`config.mk`:
```
export PLATFORM = sky130hd
export DESIGN_NAME = pswp_ram
export DESIGN_NICKNAME = d
export VERILOG_FILES = /design/src/hw/rtl/per_user_sliding_window_policer_core_assert.svh /design/src/hw/rtl/pswp_ram.sv
export SDC_FILE = /design/constraint.sdc
export NUM_CORES = 1
export LEC_CHECK = 0
export BUFFER_PORTS_ARGS = -buffer_cell sky130_fd_sc_hd__buf_2
export CAP_MARGIN = 20
export CELL_PAD_IN_SITES_DETAIL_PLACEMENT = 1
export CELL_PAD_IN_SITES_GLOBAL_PLACEMENT = 2
export CORE_ASPECT_RATIO = 0.6
export CORE_MARGIN = 2
export CORE_UTILIZATION = 50
export CTS_CLUSTER_SIZE = 14
export DETAILED_ROUTE_END_ITERATION = 10
export HOLD_SLACK_MARGIN = 0.15
export PLACE_DENSITY_LB_ADDON = 0.1
export REMOVE_ABC_BUFFERS = 1
export SLEW_MARGIN = 10
export SYNTH_ARGS = -nofsm -noshare
export SYNTH_HDL_FRONTEND = slang
export SYNTH_SLANG_ARGS = --single-unit
```
`constraint.sdc`:
```
create_clock -name clk -period 2.6 [get_ports clk]
set_input_delay 0.13 -clock clk [delete_from_list [all_inputs] [get_ports clk]]
set_output_delay 0.13 -clock clk [all_outputs]
set_load 0.01 [all_outputs]
```
`src/hw/rtl/per_user_sliding_window_policer_core_assert.svh`:
```
// ----------------------------------------------------------------------------
// Assertion macros for the sliding window policer
// Shared concurrent assertion forms; clock clk, disabled in reset rst.
// ----------------------------------------------------------------------------
`ifndef PER_USER_SLIDING_WINDOW_POLICER_CORE_ASSERT_SVH
`define PER_USER_SLIDING_WINDOW_POLICER_CORE_ASSERT_SVH

// Same-cycle implication
`define PSWP_ASSERT_IMPLY(label, ante, cons) \
  label: assert property (@(posedge clk) disable iff (rst) (ante) |-> (cons)) \
    else $error("policer assertion failed");

// Next-cycle implication
`define PSWP_ASSERT_NEXT(label, ante, cons) \
  label: assert property (@(posedge clk) disable iff (rst) (ante) |=> (cons)) \
    else $error("policer assertion failed");

`endif

```
`src/hw/rtl/pswp_ram.sv`:
```
// ----------------------------------------------------------------------------
// pswp_ram
// Simple dual-port RAM: one write port, one read port, registered read.
// ----------------------------------------------------------------------------
module pswp_ram #(
  parameter int WIDTH = 8,
  parameter int DEPTH = 16
) (
  input  logic                     clk,
  input  logic                     we,
  input  logic [$clog2(DEPTH)-1:0] waddr,
  input  logic [WIDTH-1:0]         wdata,
  input  logic [$clog2(DEPTH)-1:0] raddr,
  output logic [WIDTH-1:0]         rdata
);

  logic [WIDTH-1:0] mem [DEPTH];

  // Write and registered read
  always_ff @(posedge clk) begin
    if (we) begin
      mem[waddr] <= wdata;
    end
    rdata <= mem[raddr];
  end

endmodule

```
# [Word-level counts from Yosys, hierarchy flattened]
# Memories as Yosys holds them, arrays and structs flattened. A register that Yosys moved wholly into a read port is not among the register bits.
# Cells that the tools add are included.
[word_totals] elab_cells=3 memories=1 in_bits=18 ramBits=128 ff_bits=0
[mem_list] memory="mem" depth=16 word_bits=8 rd=1 rd_ports_with_merged_regs=1 write_ports=1 line="pswp_ram.sv:17" text="logic [WIDTH-1:0] mem [DEPTH];"
[classes] n_mux=2
[op_table] op="1-bit two-way mux" n=2

# [Longest topological paths before layout]
[logic_depth] ltp_word=2 mapped_depth=5 mapped_depth_nobuf=3

# [Worst setup path before layout]
# No wires, ideal clock.
[synth_path] kind="input-to-reg" from="input port waddr[2]" to="memory mem[0][0], enable pin" path_buffers=0 required_ns=2.217 setup_time_ns=0.383 cell_stages=2 arrival_ns=1.240 path_slack_ns=0.977 path_cell_list="or3b_2 -> nor3_1"
[synth_lines] item="start: declaration" line="pswp_ram.sv:11" text="input logic [$clog2(DEPTH)-1:0] waddr,"
[synth_lines] item="end: declaration" line="pswp_ram.sv:17"
# Straight into the memory's write port.

==> impl_metrics.json <==
{
  "status": "completed",
  "synth_cell_types": 19,
  "fin_util": 0.620,
  "synth-warning-count": 0,
  "ys_seq_area_frac": 0.778,
  "grt_use_total": 0.210,
  "clock_latency_ns": 0.41,
  "post_cts_resized": 0,
  "synth-async-reset-ratio": 0,
  "ys_ff_latch": 136,
  "grt_pass1_vias": 2662,
  "netlist_top_cells_count": "edfxtp_1, mux4_2, a22oi_1",
  "ant_nets": 0,
  "core_area_mm2": 0.00995,
  "via_per_inst": 5.67,
  "crit_slowest_cell": "mux4_1",
  "grt_pass1_wl_um": 16100,
  "synth_edf_count": 128,
  "timing.rr.start": "mem[2][0]$_DFFE_PP_",
  "fin_tns_setup_ns": 0,
  "worstHoldStart": "waddr[0]",
  "fin_nets": 309,
  "syn_avg_cell_area_um2": 22.5,
  "cp_cell_sequence": "mux4_1 -> a22oi_1 -> nand2_1",
  "numCtsBuffers": 17,
  "yosysTopAreaCell": "edfxtp_1",
  "drive_gt1_frac": 0.286,
  "post_cts.repair.setup_buffers": 0,
  "cpPeakStageDelay_ns": 0.50,
  "fmax_mhz": 746,
  "die_y_um": 82.6,
  "dieWidth_um": 135,
  "worstSetupStartpointType": "flip-flop",
  "place_area_mm2": 0.00552,
  "hpwlAfterDp_um": 6550,
  "vdd.ir_drop.worst_v": 0.000507,
  "place.port_buffers": 25,
  "hold_path_depth": 3,
  "powerDensity_mw_per_mm2": 814,
  "finalHoldViolations": 0,
  "ys_top_cells_by_area": "edfxtp_1, mux4_2, mux4_1",
  "grt_max_degree": 24,
  "htree_levels": 4,
  "stdcell_area_mm2": 0.00617,
  "setup.worst_path.end_class": "flip-flop",
  "cp_top_family": "multiplexers",
  "fp.dieArea_mm2": 0.0111,
  "finalSetupViolations": 0,
  "initial_core_util": 0.517,
  "yosysMostFrequentCell": "edfxtp_1",
  "overflow": 0,
  "antenna_cells": 0,
  "wl_per_cell_um": 23.3,
  "min_period_ns": 1.34,
  "rsz0062_at_grt": "false",
  "wirelength_um": 10200,
  "synth_ff_type": "edfxtp_1",
  "worst_pin_slew_ns": 0.716,
  "boundaryPins": 26,
  "timing.rr.end": "rdata[0]$_DFF_P_",
  "drv_cap": 0,
  "slew_headroom": 0.521,
  "cts_buffer_depth": 2,
  "slew_violations": 0,
  "crit_fanout": 1,
  "antenna_found_initial": 0,
  "fin_crit_sh": 0.515,
  "cts_tree": "yes",
  "required_ns": 2.90,
  "clk_pin_slew_ns": 0.05,
  "critical_path_class": "reg2reg",
  "rr_worst_depth": 3,
  "num_rows": 28,
  "drtPass1Iterations": 4,
  "cp.arrival_ns": 1.63,
  "place_congestion": 0.722,
  "crit_buf_inv": 0,
  "areaGrowthSynthToFinish_pct": 19.8,
  "leakage_nw": 2.11,
  "synth.top_cell.area_share": 0.747,
  "fin_skew_ns": 0.0116,
  "netlist_area_mm2": 0.00515,
  "vias": 2491,
  "dr.first_iter.drc_count": 202,
  "holdCritPathClass": "in2reg",
  "min_delay_worst_endpoint": "mem[0][2]$_DFFE_PP_",
  "syn_inst": 229,
  "cts_root_buf": "clkbuf_16",
  "cts_sinks": 136,
  "drc": 0,
  "r2r_slack_ns": 1.26
}
cells by family after synthesis:
| family | after synthesis | synth area share |
|---|---|---|
| DFF | 136 | 0.778 |
| and+or+nand+nor | 35 | 0.0318 |
| muxes | 32 | 0.150 |
| AOI/OAI and AO/OA | 16 | 0.0233 |
| buffers and inverters | 10 | 0.0168 |
power breakdown:
| part | switching, W | internal (W) | total (W) |
|---|---|---|---|
| logic | 0.000131 | 0.000105 | 0.000236 |
| registers | 0.0000167 | 0.00245 | 0.00247 |
| clock network | 0.000831 | 0.00148 | 0.00231 |
per-layer routing:
| metal | part of all wire | wire length, µm | up-vias | global-route usage |
|---|---|---|---|---|
| met3 | 0.051 | 523 | 8 | 0.0672 |
| li1 | - | - | 1098 | - |
| met1 | 0.49 | 4970 | 1324 | 0.302 |
| met5 | 0 | 0 | - | 0 |
| met4 | 0.0062 | 63 | 0 | 0.0594 |
| met2 | 0.46 | 4680 | 61 | 0.313 |
final cells by class:
type | count | area (µm²)
Multi-Input combinational cell | 83 | 1060
Timing Repair Buffer | 53 | 368
Clock buffer | 20 | 437
Fill cell | 845 | 3780
Tap cell | 135 | 169
Clock inverter | 12 | 133
Sequential cell | 136 | 4000
worst max-delay path by stage:
stage / cells after the start / end / startpoint
finish: 3 / rdata[0]$_DFF_P_ / mem[2][0]$_DFFE_PP_
global route: 5 / rdata[0]$_DFF_P_ / raddr[0]
CTS: 3 / rdata[0]$_DFF_P_ / mem[2][0]$_DFFE_PP_
detailed placement: 5 / rdata[0]$_DFF_P_ / raddr[0]
global placement: 5 / rdata[0]$_DFF_P_ / raddr[0]
floorplan: 2 / mem[0][0]$_DFFE_PP_ / waddr[2]
flip-flops by register name (all words and copies together) (netlist names):
| name | flops |
|---|---|
| mem | 128 |
| rdata | 8 |
placed cells by master, fill, tap and decap left out:
cell	instances
clkbuf_16	17
nand3b_1	2
a22oi_1	16
mux4_1	14
clkinvlp_4	2
or3b_2	1
dfxtp_1	8
clkbuf_1	3
and2_1	1
clkinv_2	1
nor2_1	13
edfxtp_1	128
mux4_2	18
clkinv_1	6
dlygate4sd3_1	8
nor3_1	4
buf_12	1
nand2b_1	2
nand2_1	9
and2b_1	1
nor2b_1	1
bufinv_16	3
nand3_1	1
buf_4	19
buf_2	25
tightest hold or removal path, cell delays in order:
cell and delay [ns]:
buf_2 0.15, nor3_1 0.07, buf_4 0.18
through the flow:
step	cells	power (W)	hold WS, ns	worst slack [ns]
after floorplan	219	0.00261	0.229	0.977
after global placement	399	0.00274	0.519	0.842
after detailed placement	399	0.00274	0.530	0.797
after CTS	439	0.00506	0.273	1.22
after global routing	439	0.00517	0.306	1.11
final	439	0.00502	0.288	1.26
what timing repair did:
item,in CTS,in global routing
endpoints found under the hold margin,128,0
hold buffers,8,0
setup endpoints to repair,0,0
Note: power is estimated with default switching activity, not from simulation.
